## src/rtl/rle_pkg.sv

```systemverilog
// Shared types, constants and header encoding for the RGBA run-length encoder.
package rle_pkg;

  localparam logic [6:0] RUN_MAX   = 7'h7f;
  localparam logic [7:0] PACK_FLAG = 8'h80;

  typedef struct packed {
    logic [7:0] alpha;
    logic [7:0] blue;
    logic [7:0] green;
    logic [7:0] red;
  } pixel_t;

  typedef struct packed {
    logic [6:0] len;
    pixel_t     pix;
  } run_t;

  typedef struct packed {
    logic has_prev;
    run_t prev;
    logic has_final;
    run_t fin;
  } cmd_t;

  function automatic logic [7:0] header_of(input logic [6:0] len);
    logic [7:0] hdr;
    if (len <= 7'd1) begin
      hdr = 8'h00;
    end else begin
      hdr = PACK_FLAG | {1'b0, len};
    end
    return hdr;
  endfunction

endpackage

```

## src/rtl/rle_front.sv

```systemverilog
// Front end: accepts pixels, tracks the open run and issues record commands.
module rle_front (
  input  logic          clk,
  input  logic          rst_n,
  input  logic          in_valid,
  input  rle_pkg::pixel_t pix,
  input  logic          last,
  input  logic          q_full,
  output logic          push,
  output rle_pkg::cmd_t cmd
);
  import rle_pkg::*;

  pixel_t     run_pix_r, run_pix_nxt;
  logic [6:0] run_len_r, run_len_nxt;
  logic       accept;
  logic       extend;
  pixel_t     new_pix;
  logic [6:0] new_len;

  always_comb begin
    accept = in_valid && !q_full;
    extend = (run_len_r != 7'd0) && (pix == run_pix_r) && (run_len_r < RUN_MAX);
    new_len = extend ? run_len_r + 7'd1 : 7'd1;
    new_pix = extend ? run_pix_r : pix;

    cmd.has_prev  = !extend && (run_len_r != 7'd0);
    cmd.prev.len  = run_len_r;
    cmd.prev.pix  = run_pix_r;
    cmd.has_final = last;
    cmd.fin.len   = new_len;
    cmd.fin.pix   = new_pix;

    push = accept && (cmd.has_prev || last);

    run_pix_nxt = run_pix_r;
    run_len_nxt = run_len_r;
    if (accept) begin
      if (last) begin
        run_pix_nxt = '0;
        run_len_nxt = 7'd0;
      end else begin
        run_pix_nxt = new_pix;
        run_len_nxt = new_len;
      end
    end
  end

  always_ff @(posedge clk) begin
    if (!rst_n) begin
      run_pix_r <= '0;
      run_len_r <= 7'd0;
    end else begin
      run_pix_r <= run_pix_nxt;
      run_len_r <= run_len_nxt;
    end
  end

endmodule

```

## src/rtl/rle_queue.sv

```systemverilog
// Command queue between the front end and the record emitter.
module rle_queue #(
  parameter int DEPTH = 4
) (
  input  logic          clk,
  input  logic          rst_n,
  input  logic          push,
  input  rle_pkg::cmd_t wr_data,
  input  logic          pop,
  output rle_pkg::cmd_t rd_data,
  output logic          empty,
  output logic          full
);
  import rle_pkg::*;

  localparam int PW = (DEPTH > 1) ? $clog2(DEPTH) : 1;
  localparam int CW = $clog2(DEPTH + 1);
  localparam logic [PW-1:0] PTR_LAST = PW'(DEPTH - 1);
  localparam logic [CW-1:0] CNT_FULL = CW'(DEPTH);

  cmd_t          mem_r [DEPTH];
  logic [PW-1:0] wr_ptr_r, wr_ptr_nxt;
  logic [PW-1:0] rd_ptr_r, rd_ptr_nxt;
  logic [CW-1:0] count_r, count_nxt;

  always_comb begin
    empty   = (count_r == '0);
    full    = (count_r == CNT_FULL);
    rd_data = mem_r[rd_ptr_r];

    wr_ptr_nxt = wr_ptr_r;
    rd_ptr_nxt = rd_ptr_r;
    count_nxt  = count_r;
    if (push) begin
      wr_ptr_nxt = (wr_ptr_r == PTR_LAST) ? '0 : wr_ptr_r + PW'(1);
    end
    if (pop) begin
      rd_ptr_nxt = (rd_ptr_r == PTR_LAST) ? '0 : rd_ptr_r + PW'(1);
    end
    if (push && !pop) begin
      count_nxt = count_r + CW'(1);
    end else if (pop && !push) begin
      count_nxt = count_r - CW'(1);
    end
  end

  always_ff @(posedge clk) begin
    if (push) begin
      mem_r[wr_ptr_r] <= wr_data;
    end
  end

  always_ff @(posedge clk) begin
    if (!rst_n) begin
      wr_ptr_r <= '0;
      rd_ptr_r <= '0;
      count_r  <= '0;
    end else begin
      wr_ptr_r <= wr_ptr_nxt;
      rd_ptr_r <= rd_ptr_nxt;
      count_r  <= count_nxt;
    end
  end

endmodule

```

## src/rtl/rle_back.sv

```systemverilog
// Back end: expands queued commands into records and holds the output register.
module rle_back (
  input  logic          clk,
  input  logic          rst_n,
  input  rle_pkg::cmd_t head,
  input  logic          q_empty,
  output logic          pop,
  output logic          out_valid,
  input  logic          out_stall,
  output logic [7:0]    out_header,
  output rle_pkg::pixel_t out_pix,
  output logic          out_final
);
  import rle_pkg::*;

  logic       out_valid_r, out_valid_nxt;
  logic       pend_r, pend_nxt;
  logic [7:0] hdr_r;
  pixel_t     pix_r;
  logic       final_r;
  logic       load;
  logic       load_rec;
  run_t       rec;
  logic       rec_final;

  always_comb begin
    load          = !out_valid_r || !out_stall;
    out_valid_nxt = out_valid_r && out_stall;
    pend_nxt      = pend_r;
    pop           = 1'b0;
    load_rec      = 1'b0;
    rec           = head.fin;
    rec_final     = 1'b1;
    if (load && !q_empty) begin
      out_valid_nxt = 1'b1;
      load_rec      = 1'b1;
      if (pend_r) begin
        pop      = 1'b1;
        pend_nxt = 1'b0;
      end else if (head.has_prev) begin
        rec       = head.prev;
        rec_final = 1'b0;
        if (head.has_final) begin
          pend_nxt = 1'b1;
        end else begin
          pop = 1'b1;
        end
      end else begin
        pop = 1'b1;
      end
    end
  end

  always_ff @(posedge clk) begin
    if (!rst_n) begin
      out_valid_r <= 1'b0;
      pend_r      <= 1'b0;
    end else begin
      out_valid_r <= out_valid_nxt;
      pend_r      <= pend_nxt;
    end
  end

  always_ff @(posedge clk) begin
    if (load_rec) begin
      hdr_r   <= header_of(rec.len);
      pix_r   <= rec.pix;
      final_r <= rec_final;
    end
  end

  assign out_valid  = out_valid_r;
  assign out_header = hdr_r;
  assign out_pix    = pix_r;
  assign out_final  = final_r;

endmodule

```

## src/rtl/rgba_run_length_encoder_top.sv

```systemverilog
// Top level of the RGBA run-length encoder.
// A record closed by a pixel request goes through the command queue into the output register.
// Throughput: one pixel per cycle unless in_stall; one record out per cycle unless out_stall.
// A last pixel that also closes an earlier run yields two records, the earlier run first.
// in_stall rises only when the QUEUE_DEPTH-entry command queue is full.
// Reset (rst_n low, synchronous) closes no run: it drops the open run, the queue and the output.
module rgba_run_length_encoder_top #(
  parameter int QUEUE_DEPTH = 4
) (
  input  logic       clk,
  input  logic       rst_n,
  input  logic       in_valid,
  output logic       in_stall,
  input  logic [7:0] in_red,
  input  logic [7:0] in_green,
  input  logic [7:0] in_blue,
  input  logic [7:0] in_alpha,
  input  logic       in_last_pixel,
  output logic       out_valid,
  input  logic       out_stall,
  output logic [7:0] out_header,
  output logic [7:0] out_red,
  output logic [7:0] out_green,
  output logic [7:0] out_blue,
  output logic [7:0] out_alpha,
  output logic       out_final_record
);
  import rle_pkg::*;

  pixel_t in_pix;
  pixel_t res_pix;
  cmd_t   push_cmd;
  cmd_t   head_cmd;
  logic   push;
  logic   pop;
  logic   q_empty;
  logic   q_full;

  assign in_pix.red   = in_red;
  assign in_pix.green = in_green;
  assign in_pix.blue  = in_blue;
  assign in_pix.alpha = in_alpha;
  assign in_stall     = q_full;

  rle_front u_front (
    .clk     (clk),
    .rst_n   (rst_n),
    .in_valid(in_valid),
    .pix     (in_pix),
    .last    (in_last_pixel),
    .q_full  (q_full),
    .push    (push),
    .cmd     (push_cmd)
  );

  rle_queue #(
    .DEPTH(QUEUE_DEPTH)
  ) u_queue (
    .clk    (clk),
    .rst_n  (rst_n),
    .push   (push),
    .wr_data(push_cmd),
    .pop    (pop),
    .rd_data(head_cmd),
    .empty  (q_empty),
    .full   (q_full)
  );

  rle_back u_back (
    .clk       (clk),
    .rst_n     (rst_n),
    .head      (head_cmd),
    .q_empty   (q_empty),
    .pop       (pop),
    .out_valid (out_valid),
    .out_stall (out_stall),
    .out_header(out_header),
    .out_pix   (res_pix),
    .out_final (out_final_record)
  );

  assign out_red   = res_pix.red;
  assign out_green = res_pix.green;
  assign out_blue  = res_pix.blue;
  assign out_alpha = res_pix.alpha;

endmodule

```

## config.mk

```make
export PLATFORM = sky130hd
export DESIGN_NAME = rgba_run_length_encoder_top
export DESIGN_NICKNAME = d
export VERILOG_FILES = /design/src/rtl/rle_pkg.sv /design/src/rtl/rle_front.sv /design/src/rtl/rle_queue.sv /design/src/rtl/rle_back.sv /design/src/rtl/rgba_run_length_encoder_top.sv
export SDC_FILE = /design/constraint.sdc
export NUM_CORES = 1
export LEC_CHECK = 0
export BUFFER_PORTS_ARGS = -buffer_cell sky130_fd_sc_hd__clkbuf_2
export CAP_MARGIN = 20
export CORE_MARGIN = 2
export CORE_UTILIZATION = 40
export DETAILED_ROUTE_END_ITERATION = 8
export PLACE_DENSITY_LB_ADDON = 0.15
export SLEW_MARGIN = 20
export SYNTH_ARGS = -nofsm -noshare
export SYNTH_HDL_FRONTEND = slang
export SYNTH_SLANG_ARGS = --single-unit
```

## constraint.sdc

```tcl
create_clock -name clk -period 9.2 [get_ports clk]
set_input_delay 0.92 -clock clk [delete_from_list [all_inputs] [get_ports clk]]
set_output_delay 0.92 -clock clk [all_outputs]
set_load 0.03 [all_outputs]
```

Yosys cells after proc, flatten, opt, wreduce, memory -nomap -nowiden

Memory sizes are Yosys's and may differ from the RTL's. A register that Yosys moved wholly into a read port is not among the register bits.
Index checks and enable logic that the tools add are counted.

ROM bits: 0
Output and inout bits: 43
Logic and storage cells: 78
Memory bits (writable): 320
Bits in latches: 0
Bits of input ports: 37
Memories kept: 1
Register bits after elaboration: 89

Memories:

| name          | words | bits a word | rd ports | clocked after Yosys merged registers in | write ports | line            | RTL |
|---|---|---|---|---|---|---|---|
| u_queue.mem_r | 4     | 80          | 1        | 1                                       | 1           | rle_queue.sv:21 | `cmd_t mem_r [DEPTH];` |

Reductions and logical operators: 22
$lt $le $gt $ge: 2
Eq/ne operators: 4
Add/sub/neg operators: 5
Shift-type cells: 0
$mul: 0
Bitwise logic cells: 1
Divide/modulo/power cells: 0
Muxes and demuxes: 26

Operator list:

| cell                                                            | count |
|---|---|
| two-way mux 39 bit                                              | 3 |
| two-way mux 32 bit                                              | 2 |
| equality test 32 bit                                            | 1 |
| two-way mux 7 bit                                               | 2 |
| two-way mux 1 bit                                               | 12 |
| logical AND 1 bit                                               | 9 |
| two-way mux 2 bit                                               | 4 |
| two-way mux 8 bit                                               | 1 |
| adder 7 x 1 -> 7 bit (second input constant)                    | 1 |
| less-or-equal comparator 7 x 1 -> 1 bit (second input constant) | 1 |
| logical NOT 1 bit                                               | 7 |
| less-than comparator 7 bit (second input constant)              | 1 |
| nonzero test 7 bit                                              | 1 |
| two-way mux 3 bit                                               | 2 |
| adder 2 x 1 -> 2 bit (second input constant)                    | 2 |
| equality test 2 bit (second input constant)                     | 2 |
| adder 3 x 1 -> 3 bit (second input constant)                    | 1 |
| equality test 3 bit (second input constant)                     | 1 |
| logical NOT 3 bit                                               | 1 |
| subtractor 3 x 1 -> 3 bit (second input constant)               | 1 |
| logical OR 1 bit                                                | 2 |
| nonzero test 2 bit                                              | 1 |
| OR reduction 2 bit                                              | 1 |
| NOT 1 bit                                                       | 1 |

Depth between registers and ports, before layout

Gate-level depths: netlist of run 1.

Depth after elaboration: 11
Mapped depth: 13

Modules after synthesis

Synthesis of run 1 repeated with hierarchy kept, for this count alone.

Cell total of the unflattened synthesis: 857
Area total of the unflattened synthesis: 16330.7 um^2

Modules (own cells, without submodules):

| module    | times used | cells an instance | area an instance (um^2) |
|---|---|---|---|
| rle_queue | 1          | 462               | 12084.1 |
| rle_front | 1          | 290               | 2349.8 |
| rle_back  | 1          | 105               | 1896.8 |

Worst setup path after synthesis of run 1

No wires, ideal clock.

Kind: in2reg
Start point: in in_last_pixel
End point: mem u_queue.mem_r[0][0] (netlist bit), enable pin
Arrival: 4.938 ns
Data required time: 8.681 ns
Path buffers: 2
Path slack: 3.743 ns
Cell stages on the path: 4
Setup time: 0.519 ns
Cell sequence: clkbuf_1 clkbuf_1 a21oi_1 nor2_1

Longest elaborated chain between the ends: 4

Ends and longest elaborated chain:

| what                                    | line                              | RTL |
|---|---|---|
| start, declared                         | rgba_run_length_encoder_top.sv:18 | `input logic in_last_pixel,` |
| logical OR 1 bit                        | rle_front.sv:34                   | `push = accept && (cmd.has_prev \|\| last);` |
| logical AND 1 bit                       | rle_front.sv:34                   |  |
| two-way mux 1 bit                       | rle_queue.sv:48                   | `if (push) begin` |
| two-way mux 1 bit (not written as such) | rle_queue.sv:49                   | `mem_r[wr_ptr_r] <= wr_data;` |
| end, declared                           | rle_queue.sv:21                   |  |

No other way between the ends.

Final worst setup path of run 1

Start point: in in_red[7]
End point: mem u_queue.mem_r[1][3] (netlist bit), enable pin

Longest elaborated chain between the ends: 9

Ends and longest elaborated chain:

| what                                    | line                              | RTL |
|---|---|---|
| start, declared                         | rgba_run_length_encoder_top.sv:14 | `input logic [7:0] in_red,` |
| equality test 32 bit                    | rle_front.sv:23                   | `extend = (run_len_r != 7'd0) && (pix == run_pix_r) && (run_len_r < RUN_MAX);` |
| logical AND 1 bit (2 in a row)          | rle_front.sv:23                   |  |
| logical NOT 1 bit                       | rle_front.sv:27                   | `cmd.has_prev = !extend && (run_len_r != 7'd0);` |
| logical AND 1 bit                       | rle_front.sv:27                   |  |
| logical OR 1 bit                        | rle_front.sv:34                   |  |
| logical AND 1 bit                       | rle_front.sv:34                   |  |
| two-way mux 1 bit                       | rle_queue.sv:48                   |  |
| two-way mux 1 bit (not written as such) | rle_queue.sv:49                   |  |

No other way between the ends.

==> flow_metrics.py, run 1 <==
metrics = {
    "run_status": {
        "status": "finished, final reports clean",
    },
    "sta": {
        "period_needed_ns": 4.24,
        "rsz0062_at_grt": "false",
        "tns_ns": 0,
        "drv_slew": 0,
        "slew-limit-headroom_pct": 37.6,
        "hold_viol_final": 0,
        "fin_crit_sh_pct": 46.1,
        "fmax_ghz": 0.236,
        "clock_skew_ns": 0.0167,
        "worstMarginPinSlew_ns": 0.936,
        "setup_ws_ns": 4.96,
        "setup_viol": 0,
    },
    "yosys": {
        "synth-seq-cells": 411,
        "synth_cell_types": 44,
        "synth-edff-count": 361,
        "synth-async-reset-ratio_pct": 0,
        "syn_inst": 876,
        "synthesis.nets": 922,
        "synth_area_mm2": 0.0162,
        "avgSynthCellArea_um2": 18.5,
        "ys.flop_type": "edfxtp_1",
        "yosys_warnings": 0,
        "synth-seq-area-share_pct": 73.0,
    },
    "placement": {
        "dp_hpwl_mm": 18.5,
        "gp_congestion": 0.688,
        "portBuffers": 79,
        "placed_area_mm2": 0.0171,
        "dp_slack_ns": 4.40,
    },
    "global_route": {
        "grt-ovfl-total": 0,
        "grt_antenna_before_repair": 2,
        "grt_pass1_vias": 8250,
        "grt_pass1_wl_mm": 50.5,
        "grt_use_total_pct": 16.3,
        "grt_max_degree": 73,
    },
    "floorplan": {
        "pin_count": 80,
        "die_y_um": 205,
        "fp-row-count": 73,
        "die-area_mm2": 0.0422,
        "start_util_pct": 40.7,
        "core_mm2": 0.0399,
        "die_x_um": 205,
    },
    "finish": {
        "multiInputGateArea_mm2": 0.00405,
        "num_antenna_cells": 0,
        "fin_util_pct": 46.5,
        "nNetsFinal": 979,
        "layout-drive-gt1-share_pct": 29.0,
        "register_area_mm2": 0.0118,
        "design_area_mm2": 0.0185,
        "area_growth_pct": 14.3,
        "fill_cells": 3364,
    },
    "detailed_routing": {
        "wl_met3_mm": 1.49,
        "wl_met1_mm": 14.9,
        "viasPerCell": 5.22,
        "topRoutingLayerUsed": "met5",
        "dr.pass1.iters": 4,
        "wire_per_inst_um": 22.2,
        "drc": 0,
        "dr_wl_met2_mm": 16.0,
        "ant_nets": 0,
        "drt_wl_total_mm": 33.2,
        "drt_iter0_markers": 424,
        "num_vias": 7798,
    },
    "setup_path": {
        "cp-end-kind": "register",
        "worstPathArrival_ns": 4.43,
        "cp.required_ns": 9.39,
        "worst_r2r_startpoint": "u_front.cmd[47]",
        "ff2ff_setup_slack_ns": 5.07,
        "ff2ff_path_depth": 7,
        "cp_max_fo": 55,
        "r2r-end": "u_queue.mem_r[1][3]",
        "criticalPathCategory": "input pin to register",
        "critPathLaunchType": "input pin",
    },
    "clock_network": {
        "path_clk_slew_ns": 0.06,
        "cts_sinks": 411,
        "clk_latency_ns": 0.56,
        "cts_hold_buf": 0,
        "cts_buffer_depth": 3,
        "cts_setup_buffers": 0,
        "h-tree-depth": 2,
        "cts_tree": "done",
        "clock-root-buffer": "clkbuf_16",
        "cts_resized": 0,
        "cts_inserted_buffers": 44,
    },
    "power_and_ir_drop": {
        "peakVddDrop_mv": 0.225,
        "power_density_mw_per_mm2": 298,
        "leakage_nw": 6.10,
        "total_power_mw": 5.52,
    },
    "hold_path": {
        "hp-start": "u_queue.rd_ptr_r[0]",
        "worstHoldPathCells": 2,
        "hold_path.class": "register to register",
    },
    "job": {
        "maxCapViolations": 0,
    },
}
-- worst max-delay path: stages --
cell and delay (ns):
clkbuf_2 0.14, xnor2_1 0.36, nand4_1 0.16, or4_1 0.62, or3_1 0.54, a21oi_1 0.79, nor2_4 0.35, buf_4 0.51
-- cell type report --
type / instances / share of cell area, %
Tap cell: 525 / 3.54
Timing Repair Buffer: 90 / 2.58
Clock inverter: 21 / 1.32
Multi-Input combinational cell: 380 / 21.8
Sequential cell: 411 / 63.9
Clock buffer: 60 / 6.71
Inverter: 6 / 0.121
-- metal layers --
layer,GRT usage (%),vias up
met4,5.94,2
li1,-,3537
met1,22.0,4043
met3,2.76,47
met2,26.7,169
met5,0,-
-- through the flow --
| step | cells | hold WS (ns) |
|---|---|---|
| 4_1_cts | 1493 | 0.514 |
| 3_3_place_gp | 1412 | 0.495 |
| 6_report | 1493 | 0.509 |
| 5_1_grt | 1493 | 0.534 |
| 3_5_place_dp | 1412 | 0.500 |
| 2_1_floorplan | 876 | 0.458 |
-- cell usage after synthesis (3+ instances only) --
master | count | area [µm²]
xnor2_1 | 16 | 140
nand2_1 | 16 | 60.1
or3_1 | 3 | 18.8
mux4_1 | 5 | 131
nand4b_1 | 5 | 43.8
xor2_1 | 23 | 201
o21ai_0 | 4 | 20.0
buf_6 | 7 | 78.8
o211ai_1 | 4 | 30.0
nand4_1 | 7 | 43.8
nor2b_1 | 36 | 225
nand3_1 | 16 | 80.1
mux2_2 | 40 | 450
edfxtp_1 | 361 | 10800
mux4_2 | 74 | 1670
a21boi_0 | 3 | 22.5
inv_1 | 6 | 22.5
nor4_1 | 6 | 37.5
nor2_1 | 18 | 67.6
clkbuf_1 | 65 | 244
mux2i_1 | 5 | 50.1
a21oi_1 | 35 | 175
nor3b_1 | 34 | 255
ha_1 | 8 | 100
dfxtp_1 | 50 | 1000
buf_2 | 4 | 20.0
-- cell usage in the layout (no fill, tap or decap), drive strengths merged, types with 4 or more instances in the layout --
master,count
nor4,6
mux4,79
ha,8
nor3b,34
mux2,40
dfxtp,50
clkbuf,139
mux2i,5
xor2,23
nor2b,36
nor2,18
a21oi,36
inv,6
nand3,16
edfxtp,361
nand4,7
o21ai,4
nand4b,5
buf,11
xnor2,16
o211ai,4
nand2,17
clkinv,13
bufinv,5
-- power by group --
group / internal, mW / leakage [nW] / switching, mW
registers: 2.31 / 3.76 / 0.124
logic: 0.546 / 1.62 / 0.745
clock network: 1.09 / 0.719 / 0.708
-- state kept, by name (all words and copies together) (netlist names), named ones only --
signal and cells:
u_back.out_header 8, u_front.run_len_r 7, u_back.out_valid 1, u_back.out_final 1, u_front.cmd 32, u_queue.wr_ptr_r 2, u_back.pend_r 1, u_back.out_pix 32
u_queue.rd_ptr_r 2, u_queue.count_r 3, u_queue.mem_r 320
-- how the worst max path moves through the flow --
stage / from / endpoint
detailed placement: in_red[7] / u_queue.mem_r[1][3]
floorplan: in_last_pixel / u_queue.mem_r[0][0]
finish: in_red[7] / u_queue.mem_r[1][3]
global route: in_red[7] / u_queue.count_r[2]
CTS: in_red[7] / u_queue.mem_r[1][3]
global placement: in_alpha[5] / u_queue.mem_r[0][27]
-- logic make-up (layout without fill, tap and decap cells) --
group / after synthesis / in the layout / synth area share [%]
buffers and inverters: 85 / 177 / 2.34
multiplexers: 124 / 124 / 14.2
AND/OR/NAND/NOR: 155 / 155 / 5.74
XOR/XNOR: 39 / 39 / 2.11
adder cells (fa/ha/maj): 9 / 9 / 0.740
flip-flops: 411 / 411 / 73.0
AO/OA/AOI/OAI: 53 / 53 / 1.93
(Power assumes the default switching activity.)
==> run 2: changes to the inputs <==
--- a/config.mk
+++ b/config.mk
@@ -5,6 +5,7 @@
 export SDC_FILE = /design/constraint.sdc
 export NUM_CORES = 1
 export LEC_CHECK = 0
+export ABC_AREA = 1
 export BUFFER_PORTS_ARGS = -buffer_cell sky130_fd_sc_hd__clkbuf_2
 export CAP_MARGIN = 20
 export CORE_MARGIN = 2
==> constraint.sdc (replaced) <==
create_clock -name clk -period 4 [get_ports clk]
set_input_delay 0.4 -clock clk [delete_from_list [all_inputs] [get_ports clk]]
set_output_delay 0.4 -clock clk [all_outputs]
set_load 0.03 [all_outputs]
==> run 2 against run 1 <==
Compared with the run above:
- register-to-register slack got worse by 4.1 ns
- first-iteration DRC count increased by 61%
- hold slack got worse by 0.39 ns
- synthesized cell count rose by 58%
- critical path depth increased by 11
- utilization rose by 0.15 points
- total power up 140%
- sequential power increased by 130%
- clock power grew 140%
- critical path type is now register to register
- largest power group unchanged
- highest routed layer unchanged
==> flow_metrics.py, run 2 <==
metrics = {
    "run_status": {
        "status": "finished, final reports clean",
    },
    "finish": {
        "area_growth_pct": 15.1,
        "num_antenna_cells": 0,
        "nNetsFinal": 1480,
        "layout_commonest_cell": "edfxtp_1",
        "design_area_mm2": 0.0190,
        "layout-drive-gt1-share_pct": 15.9,
        "mostFrequentLayoutCells": "edfxtp_1, nand2_1, nor2_1, o21ai_0, clkbuf_2",
        "final-instance-count-excl-fill": 2002,
        "fin_util_pct": 46.6,
        "regMostFlops": "u_queue.mem_r",
        "largest_register_ffs": 320,
    },
    "sta": {
        "hold_viol_final": 0,
        "tns_ns": 0,
        "fin_crit_sh_pct": 76.4,
        "fmax_ghz": 0.327,
        "clock_skew_ns": 0.0284,
        "period_needed_ns": 3.06,
        "worstMarginPinSlew_ns": 0.979,
        "rsz0062_at_grt": "false",
        "drv_slew": 0,
        "setup_viol": 0,
        "slew-limit-headroom_pct": 34.8,
    },
    "clock_network": {
        "cts_buffer_depth": 3,
        "cts_resized": 0,
        "clk_latency_ns": 0.56,
        "cts_sinks": 411,
        "path_clk_slew_ns": 0.06,
        "cts_setup_buffers": 0,
        "cts_hold_buf": 0,
        "h-tree-depth": 2,
        "cts_inserted_buffers": 45,
        "clock-root-buffer": "clkbuf_16",
        "cts_tree": "done",
    },
    "floorplan": {
        "die_y_um": 207,
        "fp-row-count": 74,
        "die_x_um": 207,
        "start_util_pct": 40.5,
        "core_mm2": 0.0408,
        "pin_count": 80,
        "die-area_mm2": 0.0430,
    },
    "yosys": {
        "synth-seq-area-share_pct": 71.6,
        "synthTopCellsByArea": "edfxtp_1, dfxtp_1, nand2_1",
        "synth-async-reset-ratio_pct": 0,
        "yosysTopAreaCell": "edfxtp_1",
        "synth_top_area_share_pct": 65.6,
        "synth-seq-cells": 411,
        "syn_inst": 1387,
        "avgSynthCellArea_um2": 11.9,
        "synth-edff-count": 361,
        "ys_top_cells_by_count": "edfxtp_1, nand2_1, nor2_1",
        "ys.flop_type": "edfxtp_1",
        "yosys_warnings": 0,
        "synth.most_common_cell": "edfxtp_1",
        "synth_area_mm2": 0.0165,
        "synth_cell_types": 42,
        "synthesis.nets": 1433,
    },
    "setup_path": {
        "cp.required_ns": 4.45,
        "worstPathArrival_ns": 3.50,
        "critPathLaunchType": "register",
        "cp-end-kind": "register",
        "criticalPathCategory": "register to register",
        "cp_max_fo": 9,
    },
    "power_and_ir_drop": {
        "power_density_mw_per_mm2": 690,
        "leakage_nw": 6.67,
        "peakVddDrop_mv": 0.420,
    },
    "global_route": {
        "grt_pass1_vias": 10300,
        "grt_max_degree": 96,
        "grt_use_total_pct": 17.8,
        "grt-ovfl-total": 0,
        "grt_pass1_wl_mm": 59.5,
        "grt_antenna_before_repair": 2,
    },
    "detailed_routing": {
        "dr.pass1.iters": 5,
        "drt_iter0_markers": 684,
        "wire_per_inst_um": 19.1,
        "ant_nets": 0,
        "drc": 0,
        "num_vias": 10300,
        "viasPerCell": 5.13,
        "drt_wl_total_mm": 38.3,
    },
    "placement": {
        "placed_area_mm2": 0.0175,
        "gp_congestion": 0.732,
        "dp_cells": 1919,
        "portBuffers": 79,
        "dp_hpwl_mm": 20.8,
    },
    "job": {
        "maxCapViolations": 0,
    },
    "hold_path": {
        "hold_path.class": "input pin to register",
    },
}
run 2: cell types whose count changed after synthesis, sizes merged, moves of 12 or more:
cell	change
a21oi	+28
a31oi	+21
buf	+32
inv	+78
mux2	-40
mux4	-79
nand2	+242
nor2	+187
nor2b	-36
nor3b	-34
o21ai	+132
o221a	+22
o22ai	+12
xor2	-22
run 2: logic make-up (layout without fill, tap and decap cells):
| family | count (synthesis) | in the layout | synth area share (%) |
|---|---|---|---|
| and+or+nand+nor | 489 | 489 | 11.9 |
| buffers and inverters | 189 | 272 | 5.03 |
| xor gates and xnor gates | 6 | 6 | 0.318 |
| adders and majority gates | 9 | 9 | 0.727 |
| DFF | 411 | 411 | 71.6 |
| muxes | 1 | 1 | 0.0606 |
| AOI/OAI and AO/OA | 282 | 282 | 10.3 |
run 2: per-stage QoR:
step / hold WS [ns] / power [mW] / worst slack, ns
after global placement: 0.487 / 9.01 / 0.924
after CTS: 0.0925 / 13.3 / 0.905
final: 0.121 / 13.1 / 0.943
after global routing: 0.101 / 13.8 / 0.615
after floorplan: 0.482 / 7.94 / -1.17
after detailed placement: 0.501 / 9.03 / 0.913
run 2: layout make-up:
type,instances,area [µm²]
Clock inverter,22,270
Fill cell,3674,21800
Timing Repair Buffer,105,766
Multi-Input combinational cell,787,3890
Clock buffer,61,1270
Inverter,84,319
Sequential cell,411,11800
Tap cell,532,666
run 2: report_power, final:
group / switching (mW) / internal (mW)
clock network: 1.66 / 2.61
registers: 0.213 / 5.33
logic: 2.38 / 0.922
run 2: path summary, 6_finish.rpt:
check                       startpoint                   end  slack (ns)  cells after the start
hold reg to reg    u_queue.rd_ptr_r[1]              register        0.51                      2
setup / recovery  u_front.run_len_r[0]    u_queue.count_r[1]        0.94                     19
setup reg to reg  u_front.run_len_r[0]    u_queue.count_r[1]        0.94                     19
hold / removal              in_blue[7]  u_queue.mem_r[2][23]        0.12                      1
run 2: critical path, stage by stage (launching register included):
cell,delay [ns]
dfxtp_1,0.52
inv_1,0.08
ha_1,0.20
inv_1,0.05
nor3_1,0.03
nand2_1,0.14
nand2_1,0.09
nor2_1,0.09
nand2_1,0.07
nor2_2,0.16
nand2_4,0.12
nand2_2,0.11
nand2_2,0.09
nand2_2,0.21
inv_1,0.07
ha_1,0.20
inv_1,0.11
fa_1,0.40
o21ai_0,0.16
nor2_1,0.05
run 2: routing by layer:
metal / vias up / part of all wire, % / track usage (%)
li1: 4941 / - / -
met1: 5063 / 45 / 23.7
met2: 202 / 48 / 29.9
met3: 58 / 5.1 / 3.60
met4: 4 / 2.0 / 4.73
met5: - / 0.063 / 0
==> run 3: changes to the inputs <==
==> constraint.sdc (replaced) <==
create_clock -name clk -period 2.8 [get_ports clk]
set_input_delay 0.28 -clock clk [delete_from_list [all_inputs] [get_ports clk]]
set_output_delay 0.28 -clock clk [all_outputs]
set_load 0.03 [all_outputs]
==> run 3 against run 2 <==
Compared with the run above:
- clock power up 35%
- count of clock-buffer cells in the layout rose by 13
- critical path depth unchanged
- hold slack got worse by 0.094 ns
- global-route usage shrank 0.28 points
- via count down 0.18%
- setup slack got worse by 0.74 ns
- critical path type unchanged
- largest cell class unchanged
==> flow_metrics.py, run 3 (same netlist as run 2, synthesis figures left out) <==
metrics = {
    "run_status": {
        "status": "finished, final reports clean",
    },
    "floorplan": {
        "die_x_um": 207,
        "fp-row-count": 74,
        "die-area_mm2": 0.0430,
        "die_y_um": 207,
        "start_util_pct": 40.5,
        "pin_count": 80,
        "core_mm2": 0.0408,
    },
    "sta": {
        "rsz0062_at_grt": "false",
        "fmax_ghz": 0.386,
        "setup_viol": 0,
        "hold_viol_final": 0,
        "setup_ws_ns": 0.207,
        "clock_skew_ns": 0.0220,
        "drv_slew": 0,
        "slew-limit-headroom_pct": 44.7,
        "fin_crit_sh_pct": 92.6,
        "worstMarginPinSlew_ns": 0.829,
        "tns_ns": 0,
        "period_needed_ns": 2.59,
    },
    "finish": {
        "num_antenna_cells": 0,
        "layout-drive-gt1-share_pct": 17.0,
        "largest_register_ffs": 320,
        "register_area_mm2": 0.0119,
        "regMostFlops": "u_queue.mem_r",
        "mostFrequentLayoutCells": "edfxtp_1, nand2_1, nor2_1, o21ai_0, clkbuf_2",
        "area_growth_pct": 16.3,
        "layout_commonest_cell": "edfxtp_1",
        "multiInputGateArea_mm2": 0.00394,
        "nNetsFinal": 1510,
        "fill_cells": 3708,
    },
    "placement": {
        "dp_hpwl_mm": 19.8,
        "dp_slack_ns": -0.0381,
        "portBuffers": 79,
        "gp_congestion": 0.729,
    },
    "global_route": {
        "grt_antenna_before_repair": 1,
        "grt_pass1_wl_mm": 58.7,
        "grt_use_total_pct": 17.5,
        "grt-ovfl-total": 0,
        "grt_max_degree": 114,
        "grt_pass1_vias": 10200,
    },
    "detailed_routing": {
        "dr.pass1.iters": 5,
        "drt_iter0_markers": 578,
        "viasPerCell": 5.05,
        "ant_nets": 0,
        "drt_wl_total_mm": 37.9,
        "wire_per_inst_um": 18.7,
        "num_vias": 10300,
        "drc": 0,
    },
    "setup_path": {
        "endpoint": "u_queue.count_r[1]",
        "critical_path.top_delay_family": "simple AND/OR/NAND/NOR gates",
        "ff2ff_setup_slack_ns": 0.21,
        "cp-end-kind": "register",
        "criticalPathCategory": "register to register",
        "slowest_delay_ns": 0.43,
        "cp.required_ns": 3.24,
        "worstPathArrival_ns": 3.04,
        "crit_slowest_cell": "fa_2",
        "worst-path-buf-inv": 4,
        "cp_max_fo": 9,
        "critPathLaunchType": "register",
        "ff2ff_path_depth": 19,
        "crit_chain": "inv_1 > ha_1 > inv_1 > nor3_2 > nand2_1 > nand2_1 > nor2_1 > nand2_1 > nor2_4 > nand2_4 > nand2_2 > nand2_4 > nand2_8 > inv_1 > ha_1 > inv_2 > fa_2 > o21ai_1 > nor2_1",
        "worst_r2r_startpoint": "u_front.run_len_r[0]",
        "cp_num_cells": 19,
        "cp-startpoint": "u_front.run_len_r[0]",
        "r2r-end": "u_queue.count_r[1]",
    },
    "clock_network": {
        "cts_inserted_buffers": 45,
        "clock-root-buffer": "clkbuf_16",
        "cts_buffer_depth": 3,
        "cts_tree": "done",
        "clk_latency_ns": 0.56,
        "cts_sinks": 411,
        "h-tree-depth": 2,
        "path_clk_slew_ns": 0.06,
    },
    "power_and_ir_drop": {
        "power.internal_mw": 12.4,
        "leakage_nw": 6.76,
        "swShare_pct": 32.7,
        "peakVddDrop_mv": 0.465,
        "comb_power_share_pct": 26.2,
        "power_density_mw_per_mm2": 961,
        "sequentialPowerShare_pct": 42.6,
        "p_sw_mw": 6.04,
        "pwr-share-clk_pct": 31.2,
    },
    "hold_path": {
        "hold_path.class": "input pin to register",
        "worstHoldPathCells": 1,
    },
    "job": {
        "maxCapViolations": 0,
    },
}
-- run 3: changes by cell type in the layout (fill, tap and decap cells not counted), sizes merged --
cell,before,now
buf,26,42
bufinv,6,1
clkbuf,140,153
clkinv,14,6
clkinvlp,1,0
dlygate4sd3,0,14
inv,85,84
-- run 3: power by group through the flow --
stage / registers (mW) / logic, mW / clock network, mW
after floorplan: 8.59 / 2.75 / 0
after global routing: 7.96 / 5.35 / 6.13
after global placement: 8.00 / 4.85 / 0
after CTS: 7.89 / 4.92 / 5.89
after detailed placement: 8.01 / 4.88 / 0
final: 7.88 / 4.84 / 5.76
-- run 3: what timing repair did --
action	CTS	global route
endpoints found under the hold margin	51	0
setup endpoints to repair	1	2
hold buffers	14	0
resized for setup	1	16
buffers inserted	0	2
pin swaps	0	5
-- run 3: metrics by stage --
stage | power, mW | hold slack (ns) | utilization [%] | area (µm²) | std cells
floorplan | 11.3 | 0.379 | - | 16600 | 1387
global placement | 12.9 | 0.491 | 43.0 | 17600 | 1933
detailed placement | 12.9 | 0.505 | 43.0 | 17600 | 1933
CTS | 18.7 | 0.00222 | 46.9 | 19200 | 2028
global route | 19.4 | 0.0132 | 47.1 | 19200 | 2030
finish | 18.5 | 0.0266 | 47.1 | 19200 | 2030
-- run 3: routing by layer --
| layer | GRT usage, % | wire, µm |
|---|---|---|
| met5 | 0 | 12 |
| met4 | 4.41 | 607 |
| met3 | 2.84 | 1580 |
| met2 | 29.0 | 18100 |
| met1 | 24.2 | 17600 |
-- run 3: area by class of cell --
cell class	count	share of cell area (%)
flip-flops and latches	411	61.7
multi-input cells	787	20.5
clock buffers	74	7.16
repair buffers	135	5.08
well taps	532	3.46
inverters	84	1.66
clock inverters	7	0.449
-- run 3: how the worst min path moves through the flow --
stage / startpoint / end
2_1_floorplan: in_last_pixel / u_queue.mem_r[0][39]
3_3_place_gp: u_queue.rd_ptr_r[1] / register
3_5_place_dp: u_queue.rd_ptr_r[1] / register
4_1_cts: in_red[2] / u_queue.mem_r[2][2]
5_1_grt: in_red[1] / u_queue.mem_r[0][1]
6_report: in_red[7] / u_queue.mem_r[2][7]
